==> src/rtl/sobel_pkg.sv <==
package sobel_pkg;

	localparam int MaxWidth = 1024;
	localparam int ColW = $clog2(MaxWidth);
	localparam int CfgWidthW = 11;
	localparam int CfgHeightW = 13;
	localparam int RowW = 13;
	localparam int PendW = ColW + 2;
	localparam int AddrW = 3;
	localparam logic [AddrW-1:0] RegWidth = 3'd0;
	localparam logic [AddrW-1:0] RegHeight = 3'd4;

	typedef struct packed {
		logic [7:0] red;
		logic [7:0] green;
		logic [7:0] blue;
		logic       drain;
	} pix_in_t;

	typedef struct packed {
		logic [7:0] gray;
		logic       frame_last;
	} pix_out_t;

	// controller -> datapath
	typedef struct packed {
		logic load;
		logic is_drain;
		logic emit;
		logic use_win;
	} dp_cmd_t;

	// datapath -> controller
	typedef struct packed {
		logic busy;
		logic done;
	} dp_sts_t;

endpackage

==> src/rtl/sobel_ctrl.sv <==
module sobel_ctrl (
	input  logic                clk,
	input  logic                arst_n,
	input  logic                in_valid,
	output logic                in_ready,
	input  logic                drain,
	input  logic                out_free,
	input  logic                pend_emit,
	input  logic                pend_any,
	input  logic                aligned,
	input  sobel_pkg::dp_sts_t  sts,
	output sobel_pkg::dp_cmd_t  cmd,
	output logic                publish
);
	import sobel_pkg::*;

	typedef enum logic [3:0] {
		IDLE = 4'b0001,
		LOAD = 4'b0010,
		CALC = 4'b0100,
		PUSH = 4'b1000
	} state_t;

	state_t state_q;

	assign in_ready = (state_q == IDLE);

	always_comb begin
		cmd = '0;
		cmd.load = (state_q == IDLE) && in_valid && !drain;
		cmd.is_drain = drain;
		cmd.emit = (state_q == IDLE) && in_valid &&
			(drain ? pend_any : pend_emit);
		cmd.use_win = !drain && aligned;
	end

	assign publish = (state_q == PUSH) && out_free;

	// LOAD lets the line buffer read the next column before the next transfer is taken
	always_ff @(posedge clk or negedge arst_n) begin
		if (!arst_n) begin
			state_q <= IDLE;
		end else begin
			unique case (state_q)
				IDLE: begin
					if (cmd.emit) state_q <= CALC;
					else if (cmd.load) state_q <= LOAD;
				end
				LOAD: state_q <= IDLE;
				CALC: if (sts.done) state_q <= PUSH;
				PUSH: if (out_free) state_q <= IDLE;
				default: state_q <= IDLE;
			endcase
		end
	end

	assert property (@(posedge clk) disable iff (!arst_n)
		state_q == CALC && sts.done |=> state_q == PUSH)
		else $error("done lost");
	assert property (@(posedge clk) disable iff (!arst_n)
		cmd.emit |=> state_q == CALC)
		else $error("emit not followed");
	assert property (@(posedge clk) disable iff (!arst_n)
		publish |-> state_q == PUSH)
		else $error("bad publish");
	assert property (@(posedge clk) disable iff (!arst_n)
		state_q == LOAD |=> state_q == IDLE)
		else $error("load stuck");
endmodule

==> config.mk <==
export PLATFORM = sky130hd
export DESIGN_NAME = sobel_ctrl
export DESIGN_NICKNAME = d
export VERILOG_FILES = /design/src/rtl/sobel_pkg.sv /design/src/rtl/sobel_ctrl.sv
export SDC_FILE = /design/constraint.sdc
export NUM_CORES = 1
export LEC_CHECK = 0
export BUFFER_PORTS_ARGS = -buffer_cell sky130_fd_sc_hd__buf_4
export CAP_MARGIN = 5
export CORE_AREA = 4 4 41 43
export CTS_CLUSTER_DIAMETER = 40
export DETAILED_ROUTE_END_ITERATION = 10
export DIE_AREA = 0 0 45 47
export PLACE_DENSITY_LB_ADDON = 0.1
export SYNTH_ARGS = -nofsm -noshare
export SYNTH_HDL_FRONTEND = slang
export SYNTH_SLANG_ARGS = --single-unit
==> constraint.sdc <==
create_clock -name clk -period 1.3 [get_ports clk]
set_input_delay 0.13 -clock clk [delete_from_list [all_inputs] [get_ports clk]]
set_output_delay 0.13 -clock clk [all_outputs]
set_load 0.02 [all_outputs]
==> After elaboration in Yosys (flattened, before gate mapping) <==
Index checks and enable logic that the tools add are counted.
{ "totals": {"reg_bits": 4, "in_bits": 10, "output_inout_bits": 6, "elab_cells": 20} }
{ "classes": {"n_eq_ne": 6, "muxes": 6, "reduce_logical": 7} }
{ "op_table": {"columns": ["op", "n"], "rows": [
  ["4-bit two-way mux", 4],
  ["4-bit case mux with 3 select lines", 1],
  ["1-bit logical AND", 5],
  ["4-bit by 1-bit equality test with 1-bit output (second input constant)", 1],
  ["4-bit by 3-bit equality test with 1-bit output (second input constant)", 1],
  ["4-bit equality test (second input constant)", 1],
  ["2-bit != test (second input constant)", 2],
  ["3-bit by 1-bit != test with 1-bit output (second input constant)", 1],
  ["3-bit AND reduction", 1],
  ["1-bit logical NOT", 1],
  ["1-bit two-way mux", 1]
]} }

==> Logic depth before layout (Yosys ltp) <==
{ "depth": {"ltp_word": 6, "depth_mapped": 3, "mapped_depth_nobuf": 3} }

==> Least setup slack after synthesis <==
Ideal clock, no wire load.
{ "synth_timing": {"path_kind": "reg-to-reg", "startpoint": "register state_q[0]", "endpoint": "register state_q[1]", "setup_ns": 0.065, "t_arrival_ns": 1.533, "required_ns": 1.235, "slack_ns": -0.299, "stages_incl_launch_ff": 4, "path_buffers": 0, "period_less_slack_ns": 1.599, "path_cell_list": "dfstp_2 > nor4b_2 > and3b_1 > and2b_1"} }
{ "synth_rtl": {"columns": ["item", "line", "source"], "rows": [
  ["from (decl)", "sobel_ctrl.sv:24", "state_t state_q;"],
  ["from (signal assigned)", "sobel_ctrl.sv:42", "state_q <= IDLE;"],
  ["from (signal assigned)", "sobel_ctrl.sv:46", "if (cmd.emit) state_q <= CALC;"],
  ["from (signal assigned)", "sobel_ctrl.sv:47", "else if (cmd.load) state_q <= LOAD;"]
]} }

==> results.sh <==
export IMPL_status="complete, but fails checks"
export IMPL_violations="setup timing"
export IMPL_synth_cell_types=20
export IMPL_hold_class="input port to register"
export IMPL_cts_root_buf="clkbuf_4"
export IMPL_syn_area_um2=253
export IMPL_largest_reg_flops=4
export IMPL_synth_cells=25
export IMPL_r2r_end="state_q[1]"
export IMPL_dr_pass1_iters=2
export IMPL_rows=13
export IMPL_num_vias=287
export IMPL_nets=62
export IMPL_critPathLaunchType="register"
export IMPL_grt_use_total_pct=8.72
export IMPL_tightest_slew_ns=0.212
export IMPL_totalPowerFinal_uw=578
export IMPL_required_ns=1.17
export IMPL_top_register="state_q"
export IMPL_reg2reg_slack_ns=-0.05
export IMPL_grt_pass1_wl_um=1150
export IMPL_fin_crit_ns=1.48
export IMPL_clockBufferDepth=2
export IMPL_cts_buffers=3
export IMPL_hold_ws_ns=0.169
export IMPL_tritoncts="done"
export IMPL_diodes=0
export IMPL_grt_pass1_vias=291
export IMPL_crit_type="register to output pin"
export IMPL_min_delay_start="sts[0]"
export IMPL_clkTransAtPathRegs_ns=0.04
export IMPL_synth_warnings=0
export IMPL_layout_drive_gt1_share_pct=70.6
export IMPL_dp_cells=55
export IMPL_insertion_delay_ns=0.24
export IMPL_skew_ns=0.000138
export IMPL_finalWorstSetupSlack_ns=-0.184
export IMPL_die_area_um2=2120
export IMPL_grt_max_degree=7
export IMPL_gp_congestion=0.680
export IMPL_io_pins=16
export IMPL_hold_viol=0
export IMPL_fin_cells=66
export IMPL_fillerInstances=142
export IMPL_endpoint_kind="output pin"
export IMPL_htree_levels=1
export IMPL_holdPathEnd="state_q[2]"
export IMPL_crit_fanout=3
export IMPL_vdd_drop_max_mv=0.424
export IMPL_antenna_found_initial=0
export IMPL_drv_slew=0
export IMPL_areaGrowthSynthToFinish_pct=109
export IMPL_ys_top_cells_by_count="dfrtp_1 (3), a21oi_1 (2), nand2b_1 (2), nand3b_1 (2)"
export IMPL_r2r_worst_path_cells=5
export IMPL_wl_per_cell_um=11.9
export IMPL_finalSetupViolCount=4
export IMPL_cap_viol_max_count=0
export IMPL_start_util_pct=19.4
export IMPL_port_buffer_count=14
export IMPL_synth_fp_nets=35
export IMPL_r2r_start="state_q[0]"
export IMPL_drtIter0Drc=5
export IMPL_period_share_pct=114
export IMPL_fp_coreArea_um2=1300
export IMPL_dp_hpwl_um=553
export IMPL_avgSynthCellArea_um2=10.1
export IMPL_rsz0062_at_grt="yes"
export IMPL_synth_seq_area_share_pct=40.1
export IMPL_wl_um=784
export IMPL_yosysTopAreaCell="dfrtp_1"
export IMPL_drc=0
export IMPL_slew_headroom_pct=85.8
export IMPL_routed_via_density=4.35
export IMPL_p_leak_nw=0.249
export IMPL_pre_cts_ws_ns=-0.0102
export IMPL_reg_top3="state_q: 4 flops"
export IMPL_grt_overflow=0
export IMPL_die_w_um=45
export IMPL_yosysMostFrequentCell="dfrtp_1"
export IMPL_async_flop_share_pct=100
export IMPL_clock_sinks=4
export IMPL_synthTopCellsByArea="dfrtp_1 (30%), dfstp_2 (10%), nand3b_1 (5.9%), nor4b_2 (5.9%), nand2b_1 (5.0%)"
export IMPL_synth_ff_type="dfrtp_1"
export IMPL_detail_route_antenna_nets=0
export IMPL_whs_path_depth=3
export IMPL_arrival_ns=1.35
export IMPL_yosys_register_bits=4
export IMPL_fmax_mhz=674
export IMPL_die_y_um=47
export IMPL_synth_edf_count=0
export IMPL_powerDensity_nw_per_um2=1090
export IMPL_yosys_area_top_type_share_pct=29.7
-- repair_timing --
action / 4_1_cts / 5_1_grt
endpoints found under the hold margin: 4 / 0
hold buffers: 1 / 0
resized for setup: 4 / 10
endpoints found under the setup margin: 4 / 5
pin swaps: 2 / 4
setup buffers: 3 / 3
-- stage by stage --
stage | utilization [%] | TNS [ns] | cell area (um2)
2_1_floorplan | - | -0.122 | 263
3_3_place_gp | 30.3 | -0.0428 | 394
3_5_place_dp | 30.3 | -0.0102 | 394
4_1_cts | 35.7 | -0.366 | 464
5_1_grt | 40.6 | -0.748 | 528
6_report | 40.6 | -0.471 | 528
-- power by group --
part / internal [mW] / leakage [nW] / switching, mW
clock network: 0.116 / 0.0150 / 0.0619
registers: 0.144 / 0.0483 / 0.0190
logic: 0.146 / 0.185 / 0.0910
-- metal layers --
layer	global-route usage (%)	up-vias	part of all wire [%]
met2	12.4	15	48
met3	1.53	5	5.6
met5	0	-	0
met4	15.8	0	7.0
met1	8.03	125	39
li1	-	142	-
-- worst max path at each step --
stage                    start    endpoint  slack [ns]  cells after the start
finish              state_q[0]      cmd[3]       -0.18                      3
global route        state_q[0]      cmd[1]       -0.24                      4
CTS                 state_q[0]      cmd[3]       -0.19                      3
detailed placement  state_q[0]      cmd[1]       -0.01                      4
global placement    state_q[0]      cmd[1]       -0.04                      4
floorplan           state_q[0]  state_q[1]       -0.09                      3
-- placed cells by master (no fill, tap or decap), drive strengths merged, types with 2 or more instances in the layout --
cell type	n
a21oi	2
buf	22
clkbuf	4
dfrtp	3
nand2b	2
nand3b	2
-- cell families after synthesis --
family                 count (synthesis)  synth area share, %
AO/OA/AOI/OAI                          4                 9.90
buffers and inverters                  1                 2.97
flip-flops                             4                 40.1
multiplexers                           1                 4.46
AND/OR/NAND/NOR                       15                 42.6
-- worst max-delay path, stage by stage (launching register included) --
cell and delay (ns):
dfstp_2 0.54, nor4b_4 0.21, and3b_2 0.25, buf_6 0.12
-- final cells by class --
class	instances	area [um2]	area share [%]
timing repair buffer	23	194	36.7
sequential	4	104	19.7
multi-input combinational	20	185	35.1
tap	15	18.8	3.55
clock buffer	4	26.3	4.98
Power figures use the tool's default switching activity.
