### src/rtl/sobel_pkg.sv
package sobel_pkg;

	localparam int MaxWidth = 1024;
	localparam int ColW = $clog2(MaxWidth);
	localparam int CfgWidthW = 11;
	localparam int CfgHeightW = 13;
	localparam int RowW = 13;
	localparam int PendW = ColW + 2;
	localparam int AddrW = 3;
	localparam logic [AddrW-1:0] RegWidth = 3'd0;
	localparam logic [AddrW-1:0] RegHeight = 3'd4;

	typedef struct packed {
		logic [7:0] red;
		logic [7:0] green;
		logic [7:0] blue;
		logic       drain;
	} pix_in_t;

	typedef struct packed {
		logic [7:0] gray;
		logic       frame_last;
	} pix_out_t;

	// controller -> datapath
	typedef struct packed {
		logic load;
		logic is_drain;
		logic emit;
		logic use_win;
	} dp_cmd_t;

	// datapath -> controller
	typedef struct packed {
		logic busy;
		logic done;
	} dp_sts_t;

endpackage

### src/rtl/sobel_root.sv
module sobel_root (
	input  logic        clk,
	input  logic        arst_n,
	input  logic        start,
	input  logic [16:0] sq,
	output logic        done,
	output logic [7:0]  root
);
	import sobel_pkg::*;

	logic [7:0]  r_q;
	logic [3:0]  bit_q;
	logic [16:0] s_q;
	logic        run_q;
	logic        done_q;
	logic [7:0]  trial;
	logic [15:0] trial_sq;

	always_comb begin
		trial    = r_q | (8'd1 << bit_q[2:0]);
		trial_sq = trial * trial;
	end

	always_ff @(posedge clk or negedge arst_n) begin
		if (!arst_n) begin
			run_q  <= 1'b0;
			done_q <= 1'b0;
			bit_q  <= 4'd0;
		end else begin
			done_q <= 1'b0;
			if (start) begin
				run_q <= ~sq[16];
				done_q <= sq[16];
				bit_q <= 4'd7;
			end else if (run_q) begin
				if (bit_q == 4'd0) begin
					run_q  <= 1'b0;
					done_q <= 1'b1;
				end
				bit_q <= bit_q - 4'd1;
			end
		end
	end

	always_ff @(posedge clk) begin
		if (start) begin
			s_q <= sq;
			r_q <= sq[16] ? 8'd255 : 8'd0;
		end else if (run_q && {1'b0, trial_sq} <= s_q) begin
			r_q <= trial;
		end
	end

	assign done = done_q;
	assign root = r_q;
endmodule

### src/rtl/sobel_dp.sv
module sobel_dp (
	input  logic                clk,
	input  logic                arst_n,
	input  sobel_pkg::dp_cmd_t  cmd,
	input  sobel_pkg::pix_in_t  pix,
	input  logic [23:0]         up_rd,
	input  logic [23:0]         mid_rd,
	input  logic                out_last,
	output sobel_pkg::dp_sts_t  sts,
	output logic [7:0]          gray
);
	import sobel_pkg::*;

	logic [23:0] win_q [9];
	logic [1:0]  ch_q;
	logic        run_q;
	logic        wait_q;
	logic        start;
	logic [9:0]  sum_q;
	logic        done_q;
	logic [7:0]  gray_q;
	logic signed [11:0] gx, gy;
	logic [16:0] sq_s1;
	logic        sq_v_s1;
	logic        rdone;
	logic [7:0]  root;
	logic [7:0]  v [9];
	logic [21:0] sqsum;
	logic [19:0] prod;

	always_comb begin
		for (int k = 0; k < 9; k++) begin
			case (ch_q)
				2'd0: v[k] = win_q[k][23:16];
				2'd1: v[k] = win_q[k][15:8];
				default: v[k] = win_q[k][7:0];
			endcase
		end
		gx = $signed({4'd0, v[2]}) - $signed({4'd0, v[0]})
			+ $signed({3'd0, v[5], 1'b0}) - $signed({3'd0, v[3], 1'b0})
			+ $signed({4'd0, v[8]}) - $signed({4'd0, v[6]});
		gy = $signed({4'd0, v[6]}) - $signed({4'd0, v[0]})
			+ $signed({3'd0, v[7], 1'b0}) - $signed({3'd0, v[1], 1'b0})
			+ $signed({4'd0, v[8]}) - $signed({4'd0, v[2]});
		sqsum = 22'(gx * gx) + 22'(gy * gy);
		// divide by 3 as *683 >> 11, exact for sums up to 765
		prod = 20'(sum_q + {2'd0, root}) * 20'd683;
	end

	// window: index row*3+col, col 2 newest
	always_ff @(posedge clk or negedge arst_n) begin
		if (!arst_n) begin
			for (int k = 0; k < 9; k++) win_q[k] <= '0;
		end else if (cmd.load) begin
			for (int r = 0; r < 3; r++) begin
				win_q[r*3]   <= win_q[r*3+1];
				win_q[r*3+1] <= win_q[r*3+2];
			end
			win_q[2] <= up_rd;
			win_q[5] <= mid_rd;
			win_q[8] <= {pix.red, pix.green, pix.blue};
		end
	end

	assign start = run_q && !wait_q && !sq_v_s1;

	always_ff @(posedge clk or negedge arst_n) begin
		if (!arst_n) begin
			run_q   <= 1'b0;
			wait_q  <= 1'b0;
			ch_q    <= 2'd0;
			done_q  <= 1'b0;
			sq_v_s1 <= 1'b0;
		end else begin
			done_q  <= 1'b0;
			sq_v_s1 <= start;
			if (cmd.emit && !cmd.use_win) begin
				done_q <= 1'b1;
			end else if (cmd.emit) begin
				run_q <= 1'b1;
				ch_q  <= 2'd0;
			end else if (start) begin
				wait_q <= 1'b1;
			end else if (rdone) begin
				wait_q <= 1'b0;
				if (ch_q == 2'd2) begin
					run_q  <= 1'b0;
					done_q <= 1'b1;
				end else begin
					ch_q <= ch_q + 2'd1;
				end
			end
		end
	end

	always_ff @(posedge clk) begin
		if (start) sq_s1 <= (sqsum >= 22'd65536) ? 17'h10000 : sqsum[16:0];
		if (cmd.emit) sum_q <= '0;
		else if (rdone) sum_q <= sum_q + {2'd0, root};
		if (cmd.emit && !cmd.use_win) gray_q <= '0;
		else if (rdone && ch_q == 2'd2) gray_q <= prod[18:11];
	end

	sobel_root u_root (
		.clk(clk), .arst_n(arst_n), .start(sq_v_s1), .sq(sq_s1),
		.done(rdone), .root(root)
	);

	assign sts.busy = run_q;
	assign sts.done = done_q;
	assign gray = gray_q;

	logic unused;
	assign unused = out_last ^ pix.drain ^ cmd.is_drain;
endmodule

### config.mk
export PLATFORM = sky130hd
export DESIGN_NAME = sobel_dp
export DESIGN_NICKNAME = d
export VERILOG_FILES = /design/src/rtl/sobel_pkg.sv /design/src/rtl/sobel_root.sv /design/src/rtl/sobel_dp.sv
export SDC_FILE = /design/constraint.sdc
export NUM_CORES = 1
export LEC_CHECK = 0
export BUFFER_PORTS_ARGS = -buffer_cell sky130_fd_sc_hd__buf_2
export CORE_ASPECT_RATIO = 2
export CORE_MARGIN = 3
export CORE_UTILIZATION = 58
export DETAILED_ROUTE_END_ITERATION = 16
export PLACE_DENSITY = 0.78
export REMOVE_ABC_BUFFERS = 1
export SKIP_LAST_GASP = 1
export SYNTH_ARGS = -nofsm -noshare
export SYNTH_HDL_FRONTEND = slang
export SYNTH_SLANG_ARGS = --single-unit
### constraint.sdc
create_clock -name clk -period 11.8 [get_ports clk]
set_clock_uncertainty 0.1 [all_clocks]
set_input_delay 0 -clock clk [delete_from_list [all_inputs] [get_ports clk]]
set_output_delay 0 -clock clk [all_outputs]
set_load 0.02 [all_outputs]
### After elaboration in Yosys (flattened, before gate mapping)

Cells that the tools add are included.

| operators by class | value |
|---|---|
| add/sub/neg operators | 15 |
| multiply operators | 4 |
| div/mod/pow operators | 0 |
| order comparisons | 2 |
| equality and inequality tests | 4 |
| shift operators | 1 |
| mux-type cells | 34 |
| bitwise gates (word level) | 4 |
| reduce and logical (&&, ||, !) cells | 18 |

Operators by type and width:

| kind | count |
|---|---|
| $pmux W8 S2 | 8 |
| $mul A12 B12 Y22 | 2 |
| $add A12 B9 Y12 | 2 |
| $mux W8 | 3 |
| $sub A11 B10 Y12 | 2 |
| $sub A12 B9 Y12 | 2 |
| $add A22 B22 Y22 | 1 |
| $add A9 B10 Y11 | 2 |
| $ge A22 B17 Y1 const B | 1 |
| $mul A11 B10 Y19 const B | 1 |
| $sub A8 B8 Y9 | 2 |
| $le A16 B17 Y1 | 1 |
| $mux W1 | 17 |
| $mul A8 B8 Y16 | 1 |
| $add A10 B8 Y11 | 1 |
| $add A10 B8 Y10 | 1 |
| $reduce_bool A2 Y1 | 5 |
| $mux W2 | 4 |
| $mux W4 | 2 |
| $or A8 B8 Y8 | 1 |
| $reduce_and A4 Y1 | 2 |
| $shl A1 B3 Y8 const A | 1 |
| $logic_and A1 B1 Y1 | 5 |
| $logic_not A4 Y1 | 1 |
| 9 further kinds | 14 |

| word-level totals | value |
|---|---|
| register bits after elaboration | 288 |
| latch bits | 0 |
| memory bits (writable) | 0 |
| ROM bits | 0 |
| output and inout bits | 10 |
| word-level logic and storage cells | 104 |
| memories kept | 0 |

### Longest topological paths before layout

Gate-level depths: netlist of run 1.

| logic depth | value |
|---|---|
| depth after elaboration | 10 |
| depth in mapped cells | 54 |

### Cells and area by module

From an unflattened synthesis of run 1, not the netlist that was laid out.

| second synthesis, totals | value |
|---|---|
| cells, all modules | 2563 |
| area, all modules | 27493.9 µm² |

Modules (own cells, without submodules):

| module | times used | cells each | area each (µm²) |
|---|---|---|---|
| sobel_dp | 1 | 2227 | 24258.3 |
| sobel_root | 1 | 336 | 3235.6 |

### Worst setup path before layout of run 1

Ideal clock, no wire load.

| timing path | value |
|---|---|
| kind | register to register |
| start | register ch_q[1] |
| end | register sq_s1[0], data pin |
| setup time | 0.161 ns |
| arrival time | 11.789 ns |
| path slack | -0.250 ns |
| cell stages (with the launch flop) | 52 |
| path buffers | 7 |
| clock period less this slack | 12.050 ns |
| path through | dfrtp_1 -> inv_1 -> ha_1 -> buf_2 -> buf_1 -> clkbuf_1 -> buf_1 -> clkbuf_1 -> a22oi_1 -> nand2_1 -> ha_1 -> a21oi_1 -> o21ai_0 -> maj3_1 -> o21ai_0 -> maj3_1 -> a21oi_1 -> xor2_1 -> [... 16 more ...] -> inv_1 -> fa_1 -> fa_1 -> inv_1 -> fa_1 -> inv_1 -> fa_1 -> inv_1 -> ha_1 -> o21ai_0 -> o21bai_1 -> nor2_1 -> a21oi_1 -> nor3_1 -> o211ai_1 -> a211o_1 -> clkbuf_1 -> nor3b_1 |

| on the way | value |
|---|---|
| word-level cells in the longest chain between the ends | 10 |
| elaborated cells on any way between the ends | 24 |
| classes of those cells | 11 x add/sub; 2 x mul; 1 x order compare; 1 x eq/ne; 8 x mux; 1 x reduce/logical |

RTL lines:

| element | line | RTL |
|---|---|---|
| from (decl) | sobel_dp.sv:15 | `logic [1:0] ch_q;` |
| from (signal assigned) | sobel_dp.sv:90 | `ch_q <= ch_q + 2'd1;` |
| $eq A2 B1 Y1 / $logic_not A2 Y1 (equally long branches) | sobel_dp.sv:33 | `case (ch_q)` |
| $pmux W8 S2 | sobel_dp.sv:33 |  |
| $sub A8 B8 Y9 (on tied branches) | sobel_dp.sv:39, sobel_dp.sv:42 |  |
| $add A9 B10 Y11 (on tied branches) | sobel_dp.sv:40, sobel_dp.sv:43 |  |
| $sub A11 B10 Y12 (on tied branches) | sobel_dp.sv:40, sobel_dp.sv:43 |  |
| $add A12 B9 Y12 (on tied branches) | sobel_dp.sv:41, sobel_dp.sv:44 |  |
| $sub A12 B9 Y12 (on tied branches) | sobel_dp.sv:41, sobel_dp.sv:44 |  |
| $mul A12 B12 Y22 | sobel_dp.sv:45 | `sqsum = 22'(gx * gx) + 22'(gy * gy);` |
| $add A22 B22 Y22 (*) | sobel_dp.sv:45 |  |
| $ge A22 B17 Y1 | sobel_dp.sv:97 | `if (start) sq_s1 <= (sqsum >= 22'd65536) ? 17'h10000 : sqsum[16:0];` |
| to (signal assigned) | sobel_dp.sv:97 |  |
| to (decl) | sobel_dp.sv:23 | `logic [16:0] sq_s1;` |

Every way passes the cells marked *; elsewhere a longest branch is shown, timed or not.
A chain may end at the register's enable or synchronous reset.

### Final worst setup path of run 1

Ends and elaborated chain as after synthesis.

==> metrics.txt, run 1 <==
setup violators final 0; nets@finish 3473; initial core utilization between 50% and 60%; Chip Width approximately 160 microns; Post-synth EDFFs 42; drt via density around 5.5; critical path class register to register; PortBufs 86; chip height about 310 microns; Max Cap Viol 0; first-pass GRT wire length roughly 110000 microns; share of cells above drive strength 1 between 10% and 20%; ys flop type dfrtp_1; Pre-antenna DRT Iters 5; DR top layer met4; Netlist cell types between 70 and 80; cts bufs inserted 26; Syn. warnings 0; filler instances 3439; Final Max Slew Viols 0; Worst Tran Pin Value 1390 ps; Slew headroom around 7.0%; Die ar. around 50000 sq um; Worst EP arrival between 10000 and 15000 ps; DRT met1 WL between 20000 and 25000 microns; Yosys reg bits between 200 and 300; worst-case reg-to-reg path depth 44; Async S/R FF share, synth between 70 and 80%; Layout Utilization ~67%; maximum clock rate between 80 and 90 MHz; CTS Buffer Depth 3; Finished Layout Cells approximately 3400; final hold slack 78.1 ps; most used cell, CP fa_1; H-tree levels 1; crit end category register; largest net degree at the start of global routing approximately 130; routed length per instance 18.7 microns; critical path data required time between 10000 and 15000 ps; multi-input gate area in the final layout roughly 18000 sq um; Hold Path Depth 3; period utilisation layout a little over nine tenths; Worst Hold Class primary input to register; Slowest cell on crit path fa_1; Total GRT Usage a little over a quarter; Met2 Wirelength 37000 microns; CORE AREA between 40000 and 50000 sq um; Gate Count Post-Synth ~2600; area growth from synthesis to layout 13.8%; worst skew pair latency slightly below 600 ps; status complete, no violations; Rows around 110; met3 routed WL 1630 microns; vias in the first global route about 22000; minimum clock period between 10000 and 15000 ps; GPL Wtd Cong 0.935; Slowest Stage Delay on Critical Path 590 ps; Max FO, Critical Path 17; Register Area roughly 7300 sq um; global route overflow 0; Clock Tree Root clkbuf_16; Top-Level Pins 90; routed via count between 15000 and 20000; final wirelength 64500 microns; Worst-path clk slew ~80 ps; initial drt markers 725; dpl cells ~3300; CTS tree yes; syn avg cell area around 11 sq um; Clock Sinks between 200 and 300; hpwl dp approximately 50000 microns; post-synthesis cell area approximately 27000 sq um; remaining antenna violation count 0; antenna violations before repair 0; Fin. Hold Viols 0; CP Launch Type register; drt drc 0; post-synthesis sequential area ratio a little over a quarter
==> timing repair <==
item / in CTS / in global routing
setup endpoints to repair: 17 / 17
pin swaps: 0 / 29
gates resized for setup: 10 / 75
hold buffers: 78 / 0
setup buffers: 0 / 25
hold endpoints to repair: 175 / 0
cloned: 0 / 1
==> worst paths after layout <==
path / start / to / slack, ps
max: ch_q[1] / sq_s1[0] / 320
min: pix[3] / win_q[2] / 80
max reg2reg: ch_q[1] / sq_s1[0] / 320
min reg2reg: sq_s1[0] / u_root.s_q[0] / 320
max in group asynchronous: arst_n / u_root.bit_q[2] / 9410
min in group asynchronous: arst_n / win_q[15] / 460
==> routing by layer <==
| layer | vias up | track usage (%) |
|---|---|---|
| met4 | 0 | 15.6 |
| met5 | - | 0 |
| met3 | 230 | 2.19 |
| met1 | 9540 | 25.5 |
| li1 | 8737 | - |
| met2 | 423 | 52.1 |
==> worst max-delay path, delay by kind of cell, from the launching register on <==
| kind | cells | cell delay (ps) |
|---|---|---|
| compound gates | 10 | 2120 |
| xor+xnor | 1 | 530 |
| fa+ha+maj | 13 | 5740 |
| buf+inv | 14 | 1460 |
| flops | 1 | 400 |
| simple gates | 6 | 910 |
==> per-stage QoR <==
stage	instance area [sq um]	setup slack (ps)	TNS, ps
2_1_floorplan	27100	-2110	-31990
3_3_place_gp	28900	170	0
3_5_place_dp	28900	-276	-3940
4_1_cts	30700	1.32	0
5_1_grt	31200	-64.9	-378
6_report	31200	322	0
==> sequential cells by signal (all words and copies together) (netlist names), 2 cells and up <==
signal,cells
u_root.root,8
u_root.bit_q,4
sum_q,10
u_root.s_q,17
gray,8
win_q,216
ch_q,2
sq_s1,17
==> layout by cell type, fill, tap and decap left out, drive strengths merged, types with 23 or more instances in the layout <==
cell type / Yosys / routed
o21ai: 36 / 36
dfrtp: 228 / 228
xor2: 31 / 31
mux2: 217 / 217
inv: 524 / 528
clkbuf: 52 / 35
a21o: 39 / 39
a22oi: 24 / 24
and2: 23 / 23
a21oi: 92 / 92
buf: 16 / 174
nand2: 174 / 174
ha: 246 / 246
a22o: 40 / 40
nor2: 136 / 136
fa: 346 / 346
xnor2: 83 / 83
nor3: 27 / 27
edfxtp: 42 / 42
dlygate4sd3: 0 / 77
==> area by class of cell <==
type                            count  share of cell area [%]
Multi-Input combinational cell   1698                    58.2
Antenna cell                        1                 0.00802
Tap cell                          627                    2.51
Inverter                          531                    6.39
Clock buffer                       31                    2.21
Timing Repair Buffer              256                    6.55
Clock inverter                     17                   0.662
Sequential cell                   288                    23.5
==> cell families after synthesis <==
| family | synth area share [%] |
|---|---|
| flip-flops | 26.7 |
| AO/OA/AOI/OAI | 8.03 |
| buffers and inverters | 8.31 |
| multiplexers | 9.20 |
| XOR/XNOR | 3.76 |
| AND/OR/NAND/NOR | 7.34 |
| adder cells (fa/ha/maj) | 36.6 |
==> synth_stat cells, types with 18 or more instances <==
cell type / n / share of area, %
a22o_1: 40 / 1.3
ha_1: 246 / 11
dfxtp_1: 18 / 1.3
a21oi_1: 90 / 1.6
a21o_1: 39 / 1.1
inv_1: 523 / 7.2
mux2_2: 217 / 8.9
a22oi_1: 24 / 0.66
fa_1: 346 / 25
xor2_1: 31 / 0.99
nand2_1: 174 / 2.4
and2_1: 23 / 0.52
dfrtp_1: 228 / 21
clkbuf_1: 52 / 0.71
edfxtp_1: 42 / 4.6
o21ai_0: 34 / 0.62
nand2b_1: 21 / 0.48
xnor2_1: 82 / 2.6
nor2_1: 136 / 1.9
Power of run 1 is not shown: default switching activity piles up to over one toggle a cycle in this logic, so the estimate is an artifact.
==> run 2: changes to the inputs <==
--- a/config.mk
+++ b/config.mk
@@ -8,11 +8,14 @@
 export BUFFER_PORTS_ARGS = -buffer_cell sky130_fd_sc_hd__buf_2
 export CORE_ASPECT_RATIO = 2
 export CORE_MARGIN = 3
-export CORE_UTILIZATION = 58
+export CORE_UTILIZATION = 59
+export CTS_BUF_LIST = sky130_fd_sc_hd__clkbuf_4
+export CTS_CLUSTER_DIAMETER = 120
 export DETAILED_ROUTE_END_ITERATION = 16
-export PLACE_DENSITY = 0.78
+export PLACE_DENSITY = 0.79
 export REMOVE_ABC_BUFFERS = 1
 export SKIP_LAST_GASP = 1
 export SYNTH_ARGS = -nofsm -noshare
 export SYNTH_HDL_FRONTEND = slang
+export SYNTH_HIERARCHICAL = 1
 export SYNTH_SLANG_ARGS = --single-unit
==> metrics.txt, run 2 <==
critical path data required time 12330 ps (was 12100 ps); critical path class register to register (unchanged); Register Area 7330 sq um (unchanged); CP Launch Type register (unchanged); Die ar. 49400 sq um (was 50100 sq um); Yosys top cell by area fa_1 (unchanged); Place WS -439 ps (was -276 ps); Rows 111 (was 112); minimum clock period 11550 ps (was 11480 ps); hpwl dp 50900 microns (was 50500 microns); routed length per instance 20.3 microns (was 18.7 microns); Slew headroom 41.3% (was 6.98%); final wirelength 73300 microns (was 64500 microns); period utilisation layout 97.9% (was 97.3%); Fin. Hold Viols 0 (unchanged); drt drc 0 (unchanged); final hold slack 33.2 ps (was 78.1 ps); placed inst area 29100 sq um (was 28900 sq um); routed via count 20500 (was 18900); first-pass GRT wire length 116000 microns (was 105000 microns); worst skew pair latency 820 ps (was 580 ps); most used cell, CP fa_1 (unchanged); multi-input gate area in the final layout 18300 sq um (was 18200 sq um); syn avg cell area 10.7 sq um (was 10.6 sq um); Top-Level Pins 90 (unchanged); Total GRT Usage 30.1% (was 26.1%); Clock Sinks 288 (unchanged); CORE AREA 46000 sq um (was 46700 sq um); antenna violations before repair 3 (was 0); nets@finish 3605 (was 3473); share of cells above drive strength 1 20.4% (was 18.8%); Async S/R FF share, synth 79.2% (unchanged); number of flip-flops in the largest register 216 (unchanged); ys flop type dfrtp_1 (unchanged); cts bufs inserted 69 (was 26); chip height 311 microns (was 313 microns); Reg with most FFs win_q (unchanged); Chip Width 159 microns (was 160 microns); vias in the first global route 23500 (was 21500); Slowest Stage Delay on Critical Path 570 ps (was 590 ps); Final Max Slew Viols 0 (unchanged); Pre-antenna DRT Iters 8 (was 5); post-synthesis cell area 27500 sq um (was 27400 sq um); Area contributors post-synth fa_1 (26%), dfrtp_1 (21%), ha_1 (11%) (was fa_1 (25%), dfrtp_1 (21%), ha_1 (11%)); most frequent cells in the layout inv_1 (495), fa_1 (349), ha_1 (232) (was inv_1 (519), fa_1 (344), ha_1 (241)); post-synthesis sequential area ratio 26.6% (was 26.7%); Netlist cell types 83 (was 72); drt via density 5.68 (was 5.49); Worst-path clk slew 80 ps (about the same); H-tree levels 3 (was 1); largest net degree at the start of global routing 102 (was 126); status complete, no violations (unchanged); Max Cap Viol 0 (unchanged); commonest non-fill, non-tap cell in the layout inv_1 (unchanged); crit end category register (unchanged); Worst Hold Class primary input to register (unchanged); Post-synth EDFFs 42 (unchanged); worst setup margin 245 ps (was 322 ps); Syn. warnings 6 (was 0); CTS Buffer Depth 3 (unchanged); PortBufs 86 (unchanged); Yosys reg bits 288 (unchanged); GPL Wtd Cong 0.983 (was 0.935); Max FO, Critical Path 39 (was 17); Worst Tran Pin Value 880 ps (was 1390 ps); Gate Count Post-Synth 2563 (was 2585); Clock Tree Root clkbuf_4 (was clkbuf_16); filler instances 3055 (was 3439); setup violators final 0 (unchanged); count leader, synth inv_1 (unchanged); maximum clock rate 86.5 MHz (was 87.1 MHz); remaining antenna violation count 0 (unchanged); Synth top cells by count inv_1 (501), fa_1 (355), ha_1 (240) (was inv_1 (523), fa_1 (346), ha_1 (246)); Slowest cell on crit path fa_1 (unchanged); top cell type's share of synthesized area 25.8% (was 25.3%); initial drt markers 1276 (was 725); area growth from synthesis to layout 17.9% (was 13.8%); design area 32400 sq um (was 31200 sq um); Largest regs win_q x216, sq_s1 x17, u_root/s_q x17 (was win_q x216, sq_s1 x17, u_root.s_q x17); global route overflow 0 (unchanged); Worst EP arrival 12080 ps (was 11780 ps); initial core utilization 59.8% (was 58.8%); CTS tree yes (unchanged)
run 2: cell types whose count changed after synthesis, moves of 9 or more:
cell / delta
nor2_1: -9
a31oi_1: -13
a21boi_0: -9
nor3b_1: -9
nand2_1: +12
inv_1: -22
o211ai_1: +9
nor3_2: -10
nor2_2: +10
fa_1: +9
and2_1: +18
run 2: timing repair:
item | in CTS | in global routing
hold buffers | 183 | 0
gates cloned | 0 | 4
endpoints found under the setup margin | 17 | 17
resized for setup | 3 | 73
buffers inserted | 2 | 18
endpoints found under the hold margin | 309 | 0
pin swaps | 3 | 29
run 2: area by class of cell:
type                            instances  share of cell area [%]
Sequential cell                       288                    22.6
Inverter                              508                    5.88
Multi-Input combinational cell       1700                    56.3
Clock buffer                           94                    2.18
Antenna cell                            3                  0.0232
Tap cell                              621                    2.40
Clock inverter                         28                   0.587
Timing Repair Buffer                  363                    9.98
run 2: critical path, delay by kind of cell, from the launching register on:
| family | cells | cell delay (ps) |
|---|---|---|
| buffers and inverters | 11 | 1140 |
| flip-flops | 1 | 400 |
| adder cells (fa/ha/maj) | 13 | 5920 |
| AO/OA/AOI/OAI | 13 | 2570 |
| AND/OR/NAND/NOR | 5 | 610 |
| multiplexers | 1 | 230 |
| XOR/XNOR | 2 | 330 |
run 2: metal layers:
layer	up-vias	GRT usage, %	wire length (microns)	share of wire [%]
li1	8989	-	-	-
met1	10300	28.9	23200	32
met2	808	55.6	40400	55
met3	373	4.91	3020	4.1
met4	2	22.1	6630	9.0
met5	-	0	15	0.020
run 2: per-stage QoR:
stage	TNS (ps)	instances	utilization (%)
after floorplan	-23520	2496	-
after global placement	-514	3273	63.2
after detailed placement	-6820	3273	63.2
after CTS	0	3580	69.3
after global routing	-1860	3605	70.5
final	0	3605	70.5
run 2: final timing paths:
check	startpoint	endpoint	slack (ps)	cells past startpoint
max	ch_q[1]	sq_s1[12]	250	45
min	cmd[0]	done_q	30	4
max reg2reg	ch_q[1]	sq_s1[12]	250	45
min reg2reg	sq_s1[2]	u_root/s_q[2]	280	0
max in group asynchronous	arst_n	win_q[80]	9750	5
min in group asynchronous	arst_n	win_q[111]	280	4
run 2: logic make-up after synthesis:
group | after synthesis | share of synthesized area [%]
adder cells (fa/ha/maj) | 599 | 36.9
XOR/XNOR | 115 | 3.76
flip-flops | 288 | 26.6
multiplexers | 228 | 9.29
buffers and inverters | 575 | 8.02
AO/OA/AOI/OAI | 313 | 8.03
AND/OR/NAND/NOR | 445 | 7.33
Power of run 2 is left out for the same reason.
==> run 3: changes to the inputs <==
--- a/config.mk
+++ b/config.mk
@@ -7,7 +7,6 @@
 export LEC_CHECK = 0
 export BUFFER_PORTS_ARGS = -buffer_cell sky130_fd_sc_hd__buf_2
 export CORE_ASPECT_RATIO = 2
-export CORE_MARGIN = 3
 export CORE_UTILIZATION = 59
 export CTS_BUF_LIST = sky130_fd_sc_hd__clkbuf_4
 export CTS_CLUSTER_DIAMETER = 120
@@ -17,5 +16,4 @@
 export SKIP_LAST_GASP = 1
 export SYNTH_ARGS = -nofsm -noshare
 export SYNTH_HDL_FRONTEND = slang
-export SYNTH_HIERARCHICAL = 1
 export SYNTH_SLANG_ARGS = --single-unit
==> metrics.txt, run 3 (same netlist as run 1, synthesis figures left out) <==
status complete, no violations (unchanged); drt via density 5.80 (was 5.68); CTS tree yes (unchanged); Worst EP arrival 12030 ps (was 12080 ps); Final Max Slew Viols 0 (unchanged); worst skew pair latency 810 ps (was 820 ps); setup violators final 0 (unchanged); remaining antenna violation count 0 (unchanged); critical path class register to register (unchanged); dpl cells 3236 (was 3273); routed via count 20700 (was 20500); placed inst area 28900 sq um (was 29100 sq um); Pre-antenna DRT Iters 5 (was 8); number of flip-flops in the largest register 216 (unchanged); worst hold start cmd[0] (unchanged); vias in the first global route 23300 (was 23500); commonest non-fill, non-tap cell in the layout inv_1 (unchanged); PortBufs 86 (unchanged); critical path data required time 12280 ps (was 12330 ps); CORE AREA 45800 sq um (was 46000 sq um); area growth from synthesis to layout 17.6% (was 17.9%); Worst Hold Class primary input to register (unchanged); cts bufs inserted 68 (was 69); maximum clock rate 86.6 MHz (was 86.5 MHz); Clock Tree Root clkbuf_4 (unchanged); Hold EP done_q (unchanged); worst-case reg-to-reg path depth 45 (unchanged); Top-Level Pins 90 (unchanged); hpwl dp 50200 microns (was 50900 microns); Slowest Stage Delay on Critical Path 560 ps (was 570 ps); Hold Path Depth 4 (unchanged); Total GRT Usage 31.4% (was 30.1%); most frequent cells in the layout inv_1 (520), fa_1 (344), ha_1 (241) (was inv_1 (495), fa_1 (349), ha_1 (232)); Worst R2R End sq_s1[5] (was sq_s1[12]); share of cells above drive strength 1 20.5% (was 20.4%); minimum clock period 11550 ps (about the same); Rows 111 (unchanged); Chip Width 154 microns (was 159 microns); routed length per instance 20.6 microns (was 20.3 microns); H-tree levels 3 (unchanged); first-pass GRT wire length 115000 microns (was 116000 microns); CP Launch Type register (unchanged); FF-to-FF Start ch_q[1] (unchanged); Worst Tran Pin Value 1150 ps (was 880 ps); internal reg-to-reg setup slack 250 ps (about the same); CTS Buffer Depth 3 (unchanged); period utilisation layout 97.9% (about the same); Slowest cell on crit path fa_1 (unchanged); Clock Sinks 288 (unchanged); Max FO, Critical Path 11 (was 39); Fin. Hold Viols 0 (unchanged); initial core utilization 59.8% (about the same); Max Cap Viol 0 (unchanged); Largest regs win_q x216, sq_s1 x17, u_root.s_q x17 (was win_q x216, sq_s1 x17, u_root/s_q x17); Worst-path clk slew 70 ps (was 80 ps); Die ar. 47400 sq um (was 49400 sq um); crit end category register (unchanged); Slew headroom 22.9% (was 41.3%); Finished Layout Cells 3563 (was 3605); chip height 307 microns (was 311 microns); most used cell, CP fa_1 (unchanged); drt drc 0 (unchanged); design area 32300 sq um (was 32400 sq um); crit path from ch_q[1] (unchanged); final wirelength 73600 microns (was 73300 microns); global route overflow 0 (unchanged); Reg with most FFs win_q (unchanged); GPL Wtd Cong 0.926 (was 0.983); nets@finish 3615 (was 3605); largest net degree at the start of global routing 129 (was 102); antenna violations before repair 2 (was 3); initial drt markers 1123 (was 1276)
==> run 3: cell types whose count changed in the layout (fill, tap and decap cells not counted), moves of 10 or more <==
| cell | previous run | this run |
|---|---|---|
| buf_4 | 75 | 85 |
| inv_1 | 495 | 520 |
| a21oi_1 | 81 | 69 |
| a31oi_1 | 1 | 12 |
| nor3b_2 | 1 | 11 |
| and2_1 | 40 | 22 |
==> run 3: through the flow <==
| step | util (%) | hold WS [ps] | TNS (ps) | setup WS, ps |
|---|---|---|---|---|
| final | 70.4 | 82.6 | 0 | 249 |
| after global routing | 70.4 | 101 | -2640 | -218 |
| after CTS | 69.0 | 29.7 | 0 | 8.97 |
| after detailed placement | 63.0 | -63.3 | -2610 | -227 |
| after global placement | 63.0 | -75.6 | 0 | 143 |
| after floorplan | - | -396 | -31990 | -2110 |
==> run 3: repair_timing <==
item	CTS	global route
buffers inserted	0	25
pin swaps	0	28
resized for setup	11	87
gates cloned	0	2
hold endpoints to repair	264	0
hold buffers	175	0
endpoints found under the setup margin	17	17
==> run 3: area by class of cell <==
| cell class | instances | area [sq um] |
|---|---|---|
| inverter | 531 | 2000 |
| multi-input combinational | 1698 | 18200 |
| fill | 3024 | 13600 |
| tap | 565 | 707 |
| antenna | 2 | 5.00 |
| sequential | 288 | 7330 |
| clock inverter | 22 | 171 |
| clock buffer | 101 | 758 |
| timing repair buffer | 356 | 3050 |
==> run 3: worst max-delay path, delay by kind of cell, from the launching register on <==
family,cells,cell delay [ps]
AND/OR/NAND/NOR,10,1740
adder cells (fa/ha/maj),12,4540
flip-flops,1,370
AO/OA/AOI/OAI,11,2750
buffers and inverters,9,920
XOR/XNOR,3,930
==> run 3: worst max path at each step <==
stage / to / cells after the start
6_report: sq_s1[5] / 45
5_1_grt: sq_s1[0] / 45
4_1_cts: sq_s1[4] / 42
3_5_place_dp: sq_s1[4] / 40
3_3_place_gp: sq_s1[0] / 41
2_1_floorplan: sq_s1[16] / 46
==> run 3: metal layers <==
| layer | GRT usage, % | wire, microns |
|---|---|---|
| met3 | 4.19 | 3320 |
| met4 | 25.3 | 6860 |
| met5 | 0 | 0 |
| met1 | 28.6 | 22900 |
| met2 | 60.7 | 40500 |
Power of run 3 is left out for the same reason.
